===== src/cdas_pkg.sv =====
package cdas_pkg;

    // Field widths of the item and result ports
    localparam int YEAR_W  = 12;
    localparam int MONTH_W = 4;
    localparam int DAY_FW  = 5;
    localparam int DCNT_W  = 16;
    localparam int CODE_W  = 2;

    // Build constants
    localparam int COUNT_WIDTH = 16;
    localparam int YEAR_MAX    = 2100;

    // Day-count bits actually used, and the signed width of the running day
    localparam int CNT_BITS = (COUNT_WIDTH < DCNT_W) ? COUNT_WIDTH : DCNT_W;
    localparam int DAY_W    = ((CNT_BITS > DAY_FW) ? CNT_BITS : DAY_FW) + 2;

    // Year split into century and year-of-century: y = q * 100 + r.
    // q = (y * YEAR_RECIP) >> YEAR_RECIP_SH is exact for every 12-bit year.
    localparam int YEARS_PER_CENT = 100;
    localparam int YEAR_RECIP     = 5243;
    localparam int YEAR_RECIP_W   = 13;
    localparam int YEAR_RECIP_SH  = 19;
    localparam int CENT_W         = 6;
    localparam int YOC_W          = 7;
    localparam int PROD_W         = YEAR_W + YEAR_RECIP_W;

    localparam int MONTHS   = 12;
    localparam int LEAP_FEB = 29;

    localparam logic [YEAR_W-1:0]  RST_YEAR  = YEAR_W'(1900);
    localparam logic [MONTH_W-1:0] RST_MONTH = MONTH_W'(1);
    localparam logic [DAY_FW-1:0]  RST_DAY   = DAY_FW'(1);

    typedef enum logic [CODE_W-1:0] {
        ACT_LOAD = 2'd0,
        ACT_ADD  = 2'd1,
        ACT_SUB  = 2'd2,
        ACT_CMP  = 2'd3
    } t_action;

    typedef enum logic [CODE_W-1:0] {
        REL_LESS    = 2'd0,
        REL_EQUAL   = 2'd1,
        REL_GREATER = 2'd2
    } t_relation;

    typedef enum logic [CODE_W-1:0] {
        ST_OK      = 2'd0,
        ST_INVALID = 2'd1,
        ST_RANGE   = 2'd2
    } t_status;

    typedef struct packed {
        logic capture;
        logic split_q;
        logic split_r;
        logic step;
        logic publish;
    } t_dp_cmd;

    typedef struct packed {
        logic done;
    } t_dp_stat;

    localparam logic [DAY_FW-1:0] MONTH_LEN [MONTHS] = '{
        5'd31, 5'd28, 5'd31, 5'd30, 5'd31, 5'd30,
        5'd31, 5'd31, 5'd30, 5'd31, 5'd30, 5'd31
    };

    function automatic logic is_leap(input logic [CENT_W-1:0] q,
                                     input logic [YOC_W-1:0] r);
        logic leap;
        leap = ((r[1:0] == 2'd0) && (r != '0)) || ((r == '0) && (q[1:0] == 2'd0));
        return leap;
    endfunction

    function automatic logic [DAY_FW-1:0] month_len(input logic [MONTH_W-1:0] m,
                                                    input logic leap);
        logic [DAY_FW-1:0] len;
        if ((m < MONTH_W'(1)) || (m > MONTH_W'(MONTHS))) begin
            len = DAY_FW'(31);
        end else if ((m == MONTH_W'(2)) && leap) begin
            len = DAY_FW'(LEAP_FEB);
        end else begin
            len = MONTH_LEN[m - MONTH_W'(1)];
        end
        return len;
    endfunction

endpackage


===== src/cdas_ctrl.sv =====
module cdas_ctrl (
    input  logic               i_clk,
    input  logic               i_rst_n,
    input  logic               i_valid,
    input  logic               i_stall,
    input  cdas_pkg::t_dp_stat i_stat,
    output logic               o_stall,
    output logic               o_valid,
    output cdas_pkg::t_dp_cmd  o_cmd
);

    typedef enum logic [2:0] {
        S_IDLE,
        S_SPLIT_Q,
        S_SPLIT_R,
        S_RUN,
        S_PUBLISH
    } t_state;

    t_state r_state;
    logic   r_out_valid;
    logic   accept;
    logic   out_free;

    assign accept   = (r_state == S_IDLE) && i_valid;
    assign out_free = !r_out_valid || !i_stall;
    assign o_stall  = (r_state != S_IDLE);
    assign o_valid  = r_out_valid;

    always_comb begin
        o_cmd         = '0;
        o_cmd.capture = accept;
        o_cmd.split_q = (r_state == S_SPLIT_Q);
        o_cmd.split_r = (r_state == S_SPLIT_R);
        o_cmd.step    = (r_state == S_RUN);
        o_cmd.publish = (r_state == S_PUBLISH) && out_free;
    end

    always_ff @(posedge i_clk) begin
        if (!i_rst_n) begin
            r_state     <= S_IDLE;
            r_out_valid <= 1'b0;
        end else begin
            unique case (r_state)
                S_IDLE: begin
                    if (accept) begin
                        r_state <= S_SPLIT_Q;
                    end
                    if (!i_stall) begin
                        r_out_valid <= 1'b0;
                    end
                end
                S_SPLIT_Q: begin
                    r_state <= S_SPLIT_R;
                    if (!i_stall) begin
                        r_out_valid <= 1'b0;
                    end
                end
                S_SPLIT_R: begin
                    r_state <= S_RUN;
                    if (!i_stall) begin
                        r_out_valid <= 1'b0;
                    end
                end
                S_RUN: begin
                    if (i_stat.done) begin
                        r_state <= S_PUBLISH;
                    end
                    if (!i_stall) begin
                        r_out_valid <= 1'b0;
                    end
                end
                S_PUBLISH: begin
                    // Hold the result until the output register frees up
                    if (out_free) begin
                        r_out_valid <= 1'b1;
                        r_state     <= S_IDLE;
                    end
                end
                default: begin
                    r_state <= S_IDLE;
                end
            endcase
        end
    end

endmodule


===== src/cdas_datapath.sv =====
module cdas_datapath (
    input  logic                                 i_clk,
    input  logic                                 i_rst_n,
    input  cdas_pkg::t_dp_cmd                    i_cmd,
    input  logic [cdas_pkg::CODE_W-1:0]          i_action,
    input  logic [cdas_pkg::YEAR_W-1:0]          i_in_year,
    input  logic [cdas_pkg::MONTH_W-1:0]         i_in_month,
    input  logic [cdas_pkg::DAY_FW-1:0]          i_in_day,
    input  logic [cdas_pkg::DCNT_W-1:0]          i_day_count,
    output cdas_pkg::t_dp_stat                   o_stat,
    output logic [cdas_pkg::YEAR_W-1:0]          o_out_year,
    output logic [cdas_pkg::MONTH_W-1:0]         o_out_month,
    output logic [cdas_pkg::DAY_FW-1:0]          o_out_day,
    output logic [cdas_pkg::CODE_W-1:0]          o_relation,
    output logic [cdas_pkg::CODE_W-1:0]          o_status
);

    localparam int YW = cdas_pkg::YEAR_W;
    localparam int MW = cdas_pkg::MONTH_W;
    localparam int FW = cdas_pkg::DAY_FW;
    localparam int DW = cdas_pkg::DAY_W;
    localparam int QW = cdas_pkg::CENT_W;
    localparam int RW = cdas_pkg::YOC_W;

    // Stored date
    logic [YW-1:0] r_cur_year;
    logic [MW-1:0] r_cur_month;
    logic [FW-1:0] r_cur_day;

    // Captured item and working date
    cdas_pkg::t_action   r_act;
    logic [YW-1:0]       r_gy;
    logic [MW-1:0]       r_gm;
    logic [FW-1:0]       r_gd;
    logic [YW-1:0]       r_wy;
    logic [MW-1:0]       r_wm;
    logic signed [DW-1:0] r_wd;
    logic [QW-1:0]       r_q;
    logic [RW-1:0]       r_r;

    // Result registers
    cdas_pkg::t_relation r_rel;
    cdas_pkg::t_status   r_st;
    logic [YW-1:0]       r_o_year;
    logic [MW-1:0]       r_o_month;
    logic [FW-1:0]       r_o_day;
    logic [1:0]          r_o_rel;
    logic [1:0]          r_o_st;

    // Capture terms
    cdas_pkg::t_action    in_act;
    logic signed [DW-1:0] cnt_ext;
    logic signed [DW-1:0] day_ext;

    // Year split
    logic [cdas_pkg::PROD_W-1:0] recip_prod;
    logic [YW-1:0]               cent_years;

    // Step terms
    logic                 leap_cur;
    logic [FW-1:0]        ml_cur;
    logic signed [DW-1:0] ml_cur_ext;
    logic                 add_more;
    logic [YW:0]          year_inc;
    logic                 add_wrap;
    logic                 add_bad;
    logic [QW-1:0]        q_inc;
    logic [RW-1:0]        r_inc;
    logic                 sub_more;
    logic                 sub_wrap;
    logic                 sub_bad;
    logic [QW-1:0]        q_dec;
    logic [RW-1:0]        r_dec;
    logic [QW-1:0]        q_prev;
    logic [RW-1:0]        r_prev;
    logic [MW-1:0]        m_prev;
    logic [FW-1:0]        ml_prev;
    logic                 load_ok;
    cdas_pkg::t_relation  cmp_rel;
    logic                 done;

    assign in_act  = cdas_pkg::t_action'(i_action);
    assign cnt_ext = $signed(DW'(i_day_count[cdas_pkg::CNT_BITS-1:0]));
    assign day_ext = $signed(DW'(r_cur_day));

    assign recip_prod = cdas_pkg::PROD_W'(r_wy) *
                        cdas_pkg::PROD_W'(cdas_pkg::YEAR_RECIP);
    assign cent_years = YW'(r_q) * YW'(cdas_pkg::YEARS_PER_CENT);

    always_comb begin
        leap_cur   = cdas_pkg::is_leap(r_q, r_r);
        ml_cur     = cdas_pkg::month_len(r_wm, leap_cur);
        ml_cur_ext = $signed(DW'(ml_cur));

        // Forward: one month per step
        add_more = (r_wd > ml_cur_ext);
        add_wrap = (r_wm >= MW'(cdas_pkg::MONTHS));
        year_inc = {1'b0, r_wy} + (YW + 1)'(1);
        add_bad  = add_more && add_wrap && (year_inc > (YW + 1)'(cdas_pkg::YEAR_MAX));
        if (r_r == RW'(cdas_pkg::YEARS_PER_CENT - 1)) begin
            r_inc = '0;
            q_inc = r_q + QW'(1);
        end else begin
            r_inc = r_r + RW'(1);
            q_inc = r_q;
        end

        // Backward: step to the previous month, then borrow its length
        sub_more = (r_wd <= $signed(DW'(0)));
        sub_wrap = (r_wm <= MW'(1));
        sub_bad  = sub_more && sub_wrap && (r_wy == '0);
        if (r_r == '0) begin
            r_dec = RW'(cdas_pkg::YEARS_PER_CENT - 1);
            q_dec = r_q - QW'(1);
        end else begin
            r_dec = r_r - RW'(1);
            q_dec = r_q;
        end
        if (sub_wrap) begin
            q_prev = q_dec;
            r_prev = r_dec;
            m_prev = MW'(cdas_pkg::MONTHS);
        end else begin
            q_prev = r_q;
            r_prev = r_r;
            m_prev = r_wm - MW'(1);
        end
        ml_prev = cdas_pkg::month_len(m_prev, cdas_pkg::is_leap(q_prev, r_prev));

        // Load check; working year equals the given year here
        load_ok = (r_gy <= YW'(cdas_pkg::YEAR_MAX)) &&
                  (r_gm >= MW'(1)) && (r_gm <= MW'(cdas_pkg::MONTHS)) &&
                  (r_gd >= FW'(1)) && (r_gd <= ml_cur);

        priority if (r_cur_year != r_gy) begin
            cmp_rel = (r_cur_year > r_gy) ? cdas_pkg::REL_GREATER : cdas_pkg::REL_LESS;
        end else if (r_cur_month != r_gm) begin
            cmp_rel = (r_cur_month > r_gm) ? cdas_pkg::REL_GREATER : cdas_pkg::REL_LESS;
        end else if (r_cur_day != r_gd) begin
            cmp_rel = (r_cur_day > r_gd) ? cdas_pkg::REL_GREATER : cdas_pkg::REL_LESS;
        end else begin
            cmp_rel = cdas_pkg::REL_EQUAL;
        end

        unique case (r_act)
            cdas_pkg::ACT_ADD: done = !add_more || add_bad;
            cdas_pkg::ACT_SUB: done = !sub_more || sub_bad;
            default:           done = 1'b1;
        endcase
    end

    assign o_stat.done = done;

    // Stored date
    always_ff @(posedge i_clk) begin
        if (!i_rst_n) begin
            r_cur_year  <= cdas_pkg::RST_YEAR;
            r_cur_month <= cdas_pkg::RST_MONTH;
            r_cur_day   <= cdas_pkg::RST_DAY;
        end else if (i_cmd.step && done) begin
            unique case (r_act)
                cdas_pkg::ACT_LOAD: begin
                    if (load_ok) begin
                        r_cur_year  <= r_gy;
                        r_cur_month <= r_gm;
                        r_cur_day   <= r_gd;
                    end
                end
                cdas_pkg::ACT_ADD: begin
                    if (!add_bad) begin
                        r_cur_year  <= r_wy;
                        r_cur_month <= r_wm;
                        r_cur_day   <= FW'(r_wd);
                    end
                end
                cdas_pkg::ACT_SUB: begin
                    if (!sub_bad) begin
                        r_cur_year  <= r_wy;
                        r_cur_month <= r_wm;
                        r_cur_day   <= FW'(r_wd);
                    end
                end
                default: begin
                end
            endcase
        end
    end

    // Working registers and results
    always_ff @(posedge i_clk) begin
        if (i_cmd.capture) begin
            r_act <= in_act;
            r_gy  <= i_in_year;
            r_gm  <= i_in_month;
            r_gd  <= i_in_day;
            if ((in_act == cdas_pkg::ACT_LOAD) || (in_act == cdas_pkg::ACT_CMP)) begin
                r_wy <= i_in_year;
                r_wm <= i_in_month;
            end else begin
                r_wy <= r_cur_year;
                r_wm <= r_cur_month;
            end
            if (in_act == cdas_pkg::ACT_SUB) begin
                r_wd <= day_ext - cnt_ext;
            end else begin
                r_wd <= day_ext + cnt_ext;
            end
        end
        if (i_cmd.split_q) begin
            r_q <= recip_prod[cdas_pkg::YEAR_RECIP_SH +: QW];
        end
        if (i_cmd.split_r) begin
            r_r <= RW'(r_wy - cent_years);
        end
        if (i_cmd.step) begin
            if (done) begin
                unique case (r_act)
                    cdas_pkg::ACT_LOAD: begin
                        r_rel <= cdas_pkg::REL_LESS;
                        if (load_ok) begin
                            r_st <= cdas_pkg::ST_OK;
                        end else begin
                            r_st <= cdas_pkg::ST_INVALID;
                        end
                    end
                    cdas_pkg::ACT_ADD: begin
                        r_rel <= cdas_pkg::REL_LESS;
                        if (add_bad) begin
                            r_st <= cdas_pkg::ST_RANGE;
                        end else begin
                            r_st <= cdas_pkg::ST_OK;
                        end
                    end
                    cdas_pkg::ACT_SUB: begin
                        r_rel <= cdas_pkg::REL_LESS;
                        if (sub_bad) begin
                            r_st <= cdas_pkg::ST_RANGE;
                        end else begin
                            r_st <= cdas_pkg::ST_OK;
                        end
                    end
                    cdas_pkg::ACT_CMP: begin
                        r_rel <= cmp_rel;
                        r_st  <= cdas_pkg::ST_OK;
                    end
                endcase
            end else if (r_act == cdas_pkg::ACT_ADD) begin
                r_wd <= r_wd - ml_cur_ext;
                if (add_wrap) begin
                    r_wy <= year_inc[YW-1:0];
                    r_wm <= MW'(1);
                    r_q  <= q_inc;
                    r_r  <= r_inc;
                end else begin
                    r_wm <= r_wm + MW'(1);
                end
            end else begin
                r_wd <= r_wd + $signed(DW'(ml_prev));
                r_wm <= m_prev;
                r_q  <= q_prev;
                r_r  <= r_prev;
                if (sub_wrap) begin
                    r_wy <= r_wy - YW'(1);
                end
            end
        end
        if (i_cmd.publish) begin
            r_o_year  <= r_cur_year;
            r_o_month <= r_cur_month;
            r_o_day   <= r_cur_day;
            r_o_rel   <= r_rel;
            r_o_st    <= r_st;
        end
    end

    assign o_out_year  = r_o_year;
    assign o_out_month = r_o_month;
    assign o_out_day   = r_o_day;
    assign o_relation  = r_o_rel;
    assign o_status    = r_o_st;

endmodule


===== src/calendar_date_add_subtract_unit.sv =====
// Gregorian date unit: holds one date (reset 1900-01-01) and takes one item at
// a time on a valid/stall channel. An item loads a date (checked; status 1 and
// the old date kept if invalid), adds or subtracts a day count, or compares the
// stored date with the given one (relation 0 less, 1 equal, 2 greater). Each
// item returns one result: the stored date after the item, the relation and a
// status; status 2 means the year would leave 0..YEAR_MAX and the old date is
// kept. An add or subtract steps the working date one month per cycle until
// the day lies within its month, so it takes longer the more month boundaries
// it crosses. The input stalls from acceptance until the result is placed in
// the output register.
module calendar_date_add_subtract_unit (
    input  logic                                i_clk,
    input  logic                                i_rst_n,
    // Item channel
    input  logic                                i_valid,
    output logic                                o_stall,
    input  logic [cdas_pkg::CODE_W-1:0]         i_action,
    input  logic [cdas_pkg::YEAR_W-1:0]         i_in_year,
    input  logic [cdas_pkg::MONTH_W-1:0]        i_in_month,
    input  logic [cdas_pkg::DAY_FW-1:0]         i_in_day,
    input  logic [cdas_pkg::DCNT_W-1:0]         i_day_count,
    // Result channel
    output logic                                o_valid,
    input  logic                                i_stall,
    output logic [cdas_pkg::YEAR_W-1:0]         o_out_year,
    output logic [cdas_pkg::MONTH_W-1:0]        o_out_month,
    output logic [cdas_pkg::DAY_FW-1:0]         o_out_day,
    output logic [cdas_pkg::CODE_W-1:0]         o_relation,
    output logic [cdas_pkg::CODE_W-1:0]         o_status
);

    // Command and status between the sequencer and the date datapath
    cdas_pkg::t_dp_cmd  dp_cmd;
    cdas_pkg::t_dp_stat dp_stat;

    // Sequencer: capture, split the year into century and year-of-century,
    // step month by month until done, then publish into the output register
    cdas_ctrl u_ctrl (
        .i_clk   (i_clk),
        .i_rst_n (i_rst_n),
        .i_valid (i_valid),
        .i_stall (i_stall),
        .i_stat  (dp_stat),
        .o_stall (o_stall),
        .o_valid (o_valid),
        .o_cmd   (dp_cmd)
    );

    // Datapath: stored date, working date, leap/month-length logic, result regs
    cdas_datapath u_dp (
        .i_clk       (i_clk),
        .i_rst_n     (i_rst_n),
        .i_cmd       (dp_cmd),
        .i_action    (i_action),
        .i_in_year   (i_in_year),
        .i_in_month  (i_in_month),
        .i_in_day    (i_in_day),
        .i_day_count (i_day_count),
        .o_stat      (dp_stat),
        .o_out_year  (o_out_year),
        .o_out_month (o_out_month),
        .o_out_day   (o_out_day),
        .o_relation  (o_relation),
        .o_status    (o_status)
    );

endmodule


===== config.mk =====
export PLATFORM = sky130hd
export DESIGN_NAME = calendar_date_add_subtract_unit
export DESIGN_NICKNAME = d
export VERILOG_FILES = /design/src/cdas_pkg.sv /design/src/cdas_ctrl.sv /design/src/cdas_datapath.sv /design/src/calendar_date_add_subtract_unit.sv
export SDC_FILE = /design/constraint.sdc
export NUM_CORES = 1
export LEC_CHECK = 0
export ABC_AREA = 1
export BUFFER_PORTS_ARGS = -buffer_cell sky130_fd_sc_hd__clkbuf_2
export CAP_MARGIN = 20
export CELL_PAD_IN_SITES_DETAIL_PLACEMENT = 2
export CELL_PAD_IN_SITES_GLOBAL_PLACEMENT = 2
export CORE_ASPECT_RATIO = 0.6
export CORE_MARGIN = 2
export CORE_UTILIZATION = 40
export CTS_CLUSTER_DIAMETER = 30
export DETAILED_ROUTE_END_ITERATION = 7
export PLACE_DENSITY_LB_ADDON = 0.05
export SETUP_SLACK_MARGIN = 0.1
export SYNTH_ARGS = -nofsm -noshare
export SYNTH_HDL_FRONTEND = slang
export SYNTH_HIERARCHICAL = 1
export SYNTH_SLANG_ARGS = --single-unit

===== constraint.sdc =====
create_clock -name i_clk -period 12.2 [get_ports i_clk]
set_input_delay 1.83 -clock i_clk [delete_from_list [all_inputs] [get_ports i_clk]]
set_output_delay 1.83 -clock i_clk [all_outputs]
set_load 0.1 [all_outputs]

==> flow_summary.yaml, run 1 <==
critical_path:
  r2r-start: "u_dp/r_wy[6]"
  cp_max_fo: 9
  worstPathArrival_ns: 6.06
  crit_path_start_kind: "register"
  required_ns: 12.41
  cp-end-kind: "register"
  critPathKind: "reg -> reg"
  startpoint: "u_dp/r_wy[6]"
sta:
  final.setup.tns_ns: 0
  fmax_ghz: 0.171
  report.final.slew_viol_count: 0
  worst_pin_slew_ns: 0.866
  timing.final.ws_setup_ns: 6.35
  hold_viol: 0
  post-route-min-period_ns: 5.85
  finalSetupViolCount: 0
  slew_headroom_pct: 41.8
  fin_crit_sh_pct: 47.9
  fin_skew_ns: 0.0107
  rsz0062_at_grt: "no"
grt:
  antenna_found_initial: 0
  met3_usage_pct: 5.02
  gr-usage-met2_pct: 47.4
  grt_usage_pct: 31.3
  first_global_vias: 12936
  grt_use_met1_pct: 46.6
  gr-max-usage-layer: "met2"
  grt_pass1_wl_mm: 77.2
  grt_start_max_net_pins: 60
  grt_overflow: 0
cts:
  numCtsBuffers: 17
  path_clk_slew_ns: 0.06
  clock-sinks: 123
  cts.htree.levels: 4
  clock_path_buffers: 2
  post_cts_resized: 0
  root_buffer: "clkbuf_16"
  post-cts-setup-buffers: 0
  clk_latency_ns: 0.46
  ctsHoldBuffers: 0
  tritoncts: "yes"
synthesis:
  yosysWarnings: 6
  synth_area_leaders: "ha_1, edfxtp_1, dfxtp_1, nand2_1, inv_1"
  synth_top_area_share_pct: 15.3
  syn_nets: 1918
  synth_ff_type: "dfxtp_1"
  synth_area_leader_cell: "ha_1"
  ys_seq_elements: 123
  avgSynthCellArea_sq_um: 7.33
  syn-cell-area_sq_um: 12300
  synthCells: 1678
  yosysSeqAreaShare_pct: 24.6
  async_flop_share_pct: 0
  synth-edff-count: 57
  yosysUniqueCellTypes: 54
die:
  top_level_ports: 70
  die_h_um: 140
  die_x_um: 230
  start_util_pct: 40.9
  rows: 49
  core-area_sq_um: 30100
  dieArea_sq_um: 32200
placed_design:
  place_congestion: 0.888
  portBuffers: 69
  dp_slack_ns: 6.56
  dp_hpwl_mm: 38.0
hold_path:
  hp-class: "reg -> reg"
  hp-start: "u_dp/r_st[0]"
detailed_routing:
  ant_nets: 0
  drc: 0
  wl_per_cell_um: 23.0
  via_per_inst: 5.67
  first_pass_iters: 5
  drt_iter0_markers: 830
  drt-total-wl_mm: 49.2
  vias: 12144
layout:
  nets: 1961
  diodes: 0
  drive_gt1_share_pct: 8.48
  area.growth.synth_to_final_pct: 10.4
run:
  cap_violations: 0
status:
  status: "complete, no violations"
==> final timing paths <==
kind                           end  slack (ns)  cells past startpoint
setup / recovery       u_dp/r_q[3]        6.35                     20
hold / removal    u_dp/o_status[0]        0.42                      0
setup reg to reg       u_dp/r_q[3]        6.35                     20
hold reg to reg   u_dp/o_status[0]        0.42                      0
==> metal layers <==
metal | up-vias | part of all wire [%] | wire length, um
li1 | 5633 | - | -
met2 | 304 | 43 | 21100
met4 | 0 | 1.3 | 645
met3 | 49 | 5.6 | 2750
met5 | - | 0 | 0
met1 | 6158 | 50 | 24700
==> flip-flops by register name, indices dropped and copies added (netlist names), 5 cells and up <==
| signal | cells |
|---|---|
| u_dp/o_out_day | 5 |
| u_dp/o_out_year | 12 |
| u_dp/r_cur_day | 5 |
| u_dp/r_cur_year | 12 |
| u_dp/r_gd | 5 |
| u_dp/r_gy | 12 |
| u_dp/r_q | 5 |
| u_dp/r_r | 7 |
| u_dp/r_wd | 18 |
| u_dp/r_wy | 12 |
==> Yosys cell counts (10+ instances only) <==
cell and instances:
o21bai_1 13, inv_1 264, dfxtp_1 66, o21ai_1 10, edfxtp_1 57, nand3_1 104, nand2_1 328, nand4_1 25
o21ai_0 156, clkbuf_1 34, nor2_1 123, nor3_1 36, buf_2 10, xor2_1 48, o22ai_1 12, a21oi_1 69
fa_1 47, ha_1 150, nor2_2 11
==> cell type report <==
class,instances,area (sq um)
clock buffers,17,425
flip-flops and latches,123,3030
well taps,408,510
clock inverters,15,179
inverters,271,1020
multi-input cells,1230,8010
repair buffers,78,413
fillers,3588,16500
==> per-stage QoR <==
stage	util (%)	hold slack, ns	std cells	cell area [sq um]
finish	45.2	0.420	2142	13600
detailed placement	43.1	0.407	2110	13000
global route	45.2	0.426	2142	13600
CTS	45.2	0.422	2142	13600
global placement	43.1	0.403	2110	13000
floorplan	-	0.400	1678	12300
==> kinds of logic after synthesis <==
kind of cell / synth area share [%]
flip-flops: 24.6
adder cells (fa/ha/maj): 22.9
buffers and inverters: 10.3
AO/OA/AOI/OAI: 14.5
XOR/XNOR: 4.06
AND/OR/NAND/NOR: 23.4
multiplexers: 0.163
==> cells in the final DEF, fill, tap and decap left out, drive strengths merged, types with 12 or more instances in the layout <==
cell type	count
nand4	25
o21bai	13
o22ai	12
xor2	48
inv	275
nor2	137
a21oi	69
ha	150
nand3	111
edfxtp	57
clkbuf	86
dfxtp	66
o21ai	166
nand2	333
fa	47
nor3	36
==> worst max-delay path, cell delays in order, from the launching register on <==
cell and delay [ns]:
dfxtp_1 0.72, inv_1 0.32, fa_1 0.61, inv_1 0.07, ha_1 0.28, inv_1 0.05
fa_1 0.50, inv_1 0.06, fa_1 0.53, inv_1 0.06, fa_1 0.53, inv_1 0.04
ha_1 0.33, nand2_1 0.16, inv_1 0.12, nand2_1 0.06, o31ai_1 0.74, or2_2 0.23
a21oi_1 0.06, nand2_1 0.06, nand2_1 0.06
Power of run 1 is left out: the tool's default activity adds up to more than one toggle a clock period on the data nets, which glitch-free logic cannot reach.
==> inputs of run 2 (changes only) <==
--- a/config.mk
+++ b/config.mk
@@ -12,7 +12,7 @@
 export CELL_PAD_IN_SITES_GLOBAL_PLACEMENT = 2
 export CORE_ASPECT_RATIO = 0.6
 export CORE_MARGIN = 2
-export CORE_UTILIZATION = 40
+export CORE_UTILIZATION = 37
 export CTS_CLUSTER_DIAMETER = 30
 export DETAILED_ROUTE_END_ITERATION = 7
 export PLACE_DENSITY_LB_ADDON = 0.05
==> constraint.sdc (replaced) <==
create_clock -name i_clk -period 5.7 [get_ports i_clk]
set_input_delay 0.855 -clock i_clk [delete_from_list [all_inputs] [get_ports i_clk]]
set_output_delay 0.855 -clock i_clk [all_outputs]
set_load 0.1 [all_outputs]
==> run 2 against run 1 <==
  * Sequential share of layout area decreased by 0.16 points
  * Clock skew increased by 0.0062 ns
  * Sequential cell count unchanged
  * Largest cell class unchanged
  * Fmax increased by 10%
  * Hold slack improved by 0.014 ns
  * Routed wire length decreased by 1.3%
  * Core utilization decreased by 3.1 points
  * Global-route usage decreased by 2.5 points
  * First-iteration DRC count decreased by 4.7%
  * Cell count increased by 2.6%
  * Setup slack got worse by 6.0 ns
==> flow_summary.yaml, run 2 (synthesis results as in run 1) <==
critical_path:
  r2r-start: "u_dp/r_wy[10]"
  r2r_end: "u_dp/r_q[4]"
  worstSetupEndpoint: "u_dp/r_q[4]"
  critPathKind: "reg -> reg"
  cp-end-kind: "register"
  r2r_slack_ns: 0.40
  required_ns: 5.88
  worstPathArrival_ns: 5.49
  cp_max_fo: 12
  startpoint: "u_dp/r_wy[10]"
  crit_path_start_kind: "register"
  r2r_cells: 20
detailed_routing:
  wl_per_cell_um: 22.1
  vias: 11982
  first_pass_iters: 7
  drc: 0
  drt-total-wl_mm: 48.6
  via_per_inst: 5.45
  ant_nets: 0
  drt_iter0_markers: 791
layout:
  drive_gt1_share_pct: 9.28
  area.growth.synth_to_final_pct: 11.4
  nets: 1973
  largest_register: "u_dp/r_wd"
  layout_commonest_cell: "nand2_1"
  final_cell_mix: "nand2_1, inv_1, o21ai_0, ha_1, nor2_1"
  largest_reg_flops: 18
grt:
  antenna_found_initial: 0
  grt_pass1_wl_mm: 76.6
  grt_overflow: 0
  grt_start_max_net_pins: 75
  first_global_vias: 12883
  grt_usage_pct: 28.8
cts:
  clock-sinks: 123
  cts.htree.levels: 4
  post-cts-setup-buffers: 0
  path_clk_slew_ns: 0.07
  clock_path_buffers: 2
  root_buffer: "clkbuf_16"
  clk_latency_ns: 0.46
  numCtsBuffers: 17
  ctsHoldBuffers: 0
  post_cts_resized: 0
  tritoncts: "yes"
die:
  dieArea_sq_um: 34800
  die_h_um: 145
  core-area_sq_um: 32600
  start_util_pct: 37.7
  top_level_ports: 70
  rows: 51
  die_x_um: 239
sta:
  worst_pin_slew_ns: 0.867
  slew_headroom_pct: 42.2
  final.setup.tns_ns: 0
  report.final.slew_viol_count: 0
  finalSetupViolCount: 0
  rsz0062_at_grt: "no"
  fmax_ghz: 0.189
  fin_crit_sh_pct: 93.1
  fin_skew_ns: 0.0169
  hold_viol: 0
  post-route-min-period_ns: 5.30
placed_design:
  dp_hpwl_mm: 39.6
  portBuffers: 69
  place_congestion: 0.903
run:
  cap_violations: 0
hold_path:
  hp-class: "reg -> reg"
status:
  status: "complete, no violations"
==> run 2: changes by cell type in the layout (fill, tap and decap cells not counted), sizes merged <==
cell / previous run / this run
buf: 9 / 21
inv: 275 / 279
clkinvlp: 2 / 3
diode: 0 / 2
clkinv: 7 / 4
bufinv: 2 / 0
==> run 2: per-layer routing <==
metal,global-route usage (%),routed length (um),share of wire [%],vias up
li1,-,-,-,5655
met1,44.3,25500,52,6063
met2,42.0,20100,41,233
met3,5.25,2560,5.3,31
met4,4.75,404,0.83,0
met5,0,0,0,-
==> run 2: through the flow <==
step / area, sq um / setup WS [ns] / cells / hold slack, ns / util, %
finish: 13700 / 0.395 / 2198 / 0.434 / 42.0
detailed placement: 13100 / 0.298 / 2164 / 0.424 / 40.3
global route: 13700 / 0.143 / 2196 / 0.443 / 42.0
global placement: 13100 / 0.557 / 2164 / 0.404 / 40.3
floorplan: 12300 / 1.04 / 1678 / 0.400 / -
CTS: 13700 / 0.304 / 2196 / 0.441 / 42.0
==> run 2: worst min path at each step <==
stage | to | from | slack, ns | cells past startpoint
after floorplan | u_dp/o_relation[0] | u_dp/r_rel[0] | 0.40 | 0
after global placement | u_dp/o_status[1] | u_dp/r_st[1] | 0.40 | 0
after detailed placement | u_dp/o_status[1] | u_dp/r_st[1] | 0.42 | 0
after CTS | u_dp/o_status[1] | u_dp/r_st[1] | 0.44 | 0
after global routing | u_dp/o_status[1] | u_dp/r_st[1] | 0.44 | 0
final | u_dp/o_status[1] | u_dp/r_st[1] | 0.43 | 0
==> run 2: worst max-delay path, cell delays in order (launching register included) <==
cell	delay [ns]
dfxtp_2	0.51
inv_1	0.20
ha_1	0.35
inv_1	0.07
fa_1	0.51
inv_1	0.06
fa_1	0.45
fa_1	0.53
inv_1	0.07
fa_1	0.53
inv_1	0.05
ha_1	0.33
a21oi_1	0.25
a21boi_0	0.42
o21ai_0	0.19
nand3_1	0.10
nand3_1	0.08
nor2_1	0.11
o22ai_1	0.09
nand2_1	0.08
o21ai_0	0.08
==> run 2: final cells by class <==
type,count,area (sq um)
repair buffers,90,503
fillers,3813,18900
clock inverters,15,143
well taps,450,563
inverters,271,1020
clock buffers,17,425
multi-input cells,1230,8010
diodes,2,5.00
flip-flops and latches,123,3040
Power of run 2 is left out for the same reason.
==> inputs of run 3 (changes only) <==
--- a/config.mk
+++ b/config.mk
@@ -5,16 +5,16 @@
 export SDC_FILE = /design/constraint.sdc
 export NUM_CORES = 1
 export LEC_CHECK = 0
-export ABC_AREA = 1
 export BUFFER_PORTS_ARGS = -buffer_cell sky130_fd_sc_hd__clkbuf_2
 export CAP_MARGIN = 20
 export CELL_PAD_IN_SITES_DETAIL_PLACEMENT = 2
 export CELL_PAD_IN_SITES_GLOBAL_PLACEMENT = 2
 export CORE_ASPECT_RATIO = 0.6
 export CORE_MARGIN = 2
-export CORE_UTILIZATION = 37
+export CORE_UTILIZATION = 39
 export CTS_CLUSTER_DIAMETER = 30
 export DETAILED_ROUTE_END_ITERATION = 7
+export GPL_ROUTABILITY_DRIVEN = 1
 export PLACE_DENSITY_LB_ADDON = 0.05
 export SETUP_SLACK_MARGIN = 0.1
 export SYNTH_ARGS = -nofsm -noshare
==> run 3 against run 2 <==
  * Sequential cell count unchanged
  * Hold slack got worse by 0.00096 ns
  * Cell count decreased by 17%
  * Via count is 10% lower
  * Cell area is 3.2% lower
  * Register-to-register slack worse by 0.09 ns
  * First-iteration DRC count rose by 22%
  * Critical path depth is 1 lower
  * Fmax shrank 1.7%
  * Clock-buffer cell count rose by 1
  * Synthesized cell count shrank 20%
==> flow_summary.yaml, run 3 <==
grt:
  grt_pass1_wl_mm: 69.5
  grt_usage_pct: 29.8
  grt_start_max_net_pins: 42
  first_global_vias: 11117
  grt_overflow: 0
  antenna_found_initial: 1
run:
  cap_violations: 0
detailed_routing:
  wl_per_cell_um: 24.7
  ant_nets: 0
  via_per_inst: 5.87
  drc: 0
  drt_iter0_markers: 965
  first_pass_iters: 5
  vias: 10733
  drt-total-wl_mm: 45.2
sta:
  worst_pin_slew_ns: 0.920
  fin_skew_ns: 0.0128
  post-route-min-period_ns: 5.40
  fin_crit_sh_pct: 94.7
  finalHoldWorstSlack_ns: 0.433
  timing.final.ws_setup_ns: 0.303
  hold_viol: 0
  rsz0062_at_grt: "yes"
  slew_headroom_pct: 37.8
  finalSetupViolCount: 0
  fmax_ghz: 0.185
  report.final.slew_viol_count: 0
placed_design:
  portBuffers: 69
  dp_hpwl_mm: 35.5
  dp_slack_ns: -0.121
  dp.cells: 1796
  place_congestion: 0.869
  place_area_sq_um: 12700
critical_path:
  crit_path_start_kind: "register"
  worstPathArrival_ns: 5.59
  critPathKind: "reg -> reg"
  cp_max_fo: 5
  required_ns: 5.89
  cp-end-kind: "register"
layout:
  nets: 1655
  layout_commonest_cell: "inv_1"
  area.growth.synth_to_final_pct: 13.7
  nFillCells: 3222
  largest_register: "u_dp/r_wd"
  instances_no_fill: 1828
  largest_reg_flops: 18
  utilization_pct: 45.6
  diodes: 0
  design_area_sq_um: 13300
  final_cell_mix: "inv_1, ha_1, nand2_1, o21ai_0, clkbuf_2"
  drive_gt1_share_pct: 13.7
synthesis:
  yosysUniqueCellTypes: 87
  synthCells: 1336
  yosysWarnings: 6
  syn_nets: 1576
  synth-edff-count: 57
  yosysSeqAreaShare_pct: 26.0
  yosysMostFrequentCell: "inv_1"
  synth_top_area_share_pct: 16.1
  async_flop_share_pct: 0
  syn-cell-area_sq_um: 11700
  synth_area_leaders: "ha_1, edfxtp_1, dfxtp_1, fa_1, inv_1"
  ys_seq_elements: 123
  ys_top_cells_by_count: "inv_1, ha_1, nand2_1"
  synth_ff_type: "dfxtp_1"
  avgSynthCellArea_sq_um: 8.73
  synth_area_leader_cell: "ha_1"
pwr:
  p_leak_nw: 5.88
  peakVddDrop_v: 0.000802
  power_density_nw_per_um2: 744
status:
  status: "complete, no violations"
die:
  die_x_um: 227
  core-area_sq_um: 29100
  dieArea_sq_um: 31400
  rows: 48
  die_h_um: 138
  start_util_pct: 40.1
  top_level_ports: 70
cts:
  numCtsBuffers: 17
  post-cts-setup-buffers: 0
  clk_latency_ns: 0.44
  root_buffer: "clkbuf_16"
  ctsHoldBuffers: 0
  path_clk_slew_ns: 0.07
  cts.htree.levels: 4
  tritoncts: "yes"
  clock_path_buffers: 2
  clock-sinks: 123
hold_path:
  hp-class: "reg -> reg"
## run 3: changes by cell type after synthesis, moves of 12 or more
cell     delta
nor2b_1    +13
mux2i_1    +36
xor2_1     -41
nand3_1    -70
nand2_1   -217
nor3_1     -12
o22ai_1    +14
inv_1      -98
xnor2_1    +28
a21o_1     +15
o21ai_0    -56
nor2_1     -56
## run 3: path summary, 6_finish.rpt
path	startpoint	to	slack (ns)	cells after the start
setup reg to reg	u_dp/r_wy[6]	u_dp/r_q[1]	0.30	19
hold reg to reg	u_dp/r_st[1]	u_dp/o_status[1]	0.43	0
hold / removal	u_dp/r_st[1]	u_dp/o_status[1]	0.43	0
setup / recovery	u_dp/r_wy[6]	u_dp/r_q[1]	0.30	19
## run 3: cells by family (layout without fill, tap and decap cells)
logic type      after synthesis  after routing  synth area share [%]
compound gates              351            351                  19.9
xor+xnor                     44             44                  3.30
fa+ha+maj                   197            197                  24.1
buf+inv                     230            322                  7.90
flops                       123            123                  26.0
mux                          39             39                  3.36
simple gates                352            352                  15.4
## run 3: cell type report
class | count | area [sq um] | share of cell area [%]
well taps | 400 | 500 | 3.77
clock inverters | 14 | 135 | 1.02
flip-flops and latches | 123 | 3030 | 22.9
clock buffers | 18 | 429 | 3.24
repair buffers | 123 | 763 | 5.75
multi-input cells | 983 | 7780 | 58.6
inverters | 167 | 627 | 4.73
## run 3: routing by layer
metal | GRT usage [%] | vias up | part of all wire [%]
li1 | - | 4906 | -
met1 | 47.3 | 5524 | 53
met2 | 41.6 | 270 | 40
met3 | 5.49 | 31 | 6.1
met4 | 4.76 | 2 | 0.86
met5 | 0 | - | 0.027
## run 3: per-stage QoR
step	setup TNS (ns)	power [W]
2_1_floorplan	0	0.00606
3_3_place_gp	0	0.00782
5_1_grt	0	0.0110
4_1_cts	0	0.00975
6_report	0	0.00987
3_5_place_dp	-0.121	0.00847
## run 3: where the power goes
group          internal (W)  total [W]  switching, W
clock network      0.000609    0.00109      0.000484
registers           0.00109    0.00135      0.000261
logic               0.00305    0.00742       0.00438
total               0.00475    0.00987       0.00512
## run 3: critical path, cell delays in order, from the launching register on
cell and delay [ns]:
dfxtp_2 0.36, inv_1 0.08, fa_1 0.55, inv_1 0.07, ha_1 0.21, a21o_1 0.20, fa_1 0.53, inv_1 0.06
fa_1 0.50, fa_1 0.55, inv_1 0.05, ha_1 0.30, and3_1 0.21, a221o_1 0.36, a21oi_4 0.19, o21ai_2 0.13
or3_1 0.34, a31oi_2 0.17, o21ai_1 0.09, a21o_1 0.20
## run 3: what timing repair did
action,4_1_cts,5_1_grt
cloned,0,0
setup endpoints to repair,4,7
resized for setup,3,12
pin swaps,0,2
Note: power is estimated with default switching activity, not from simulation.
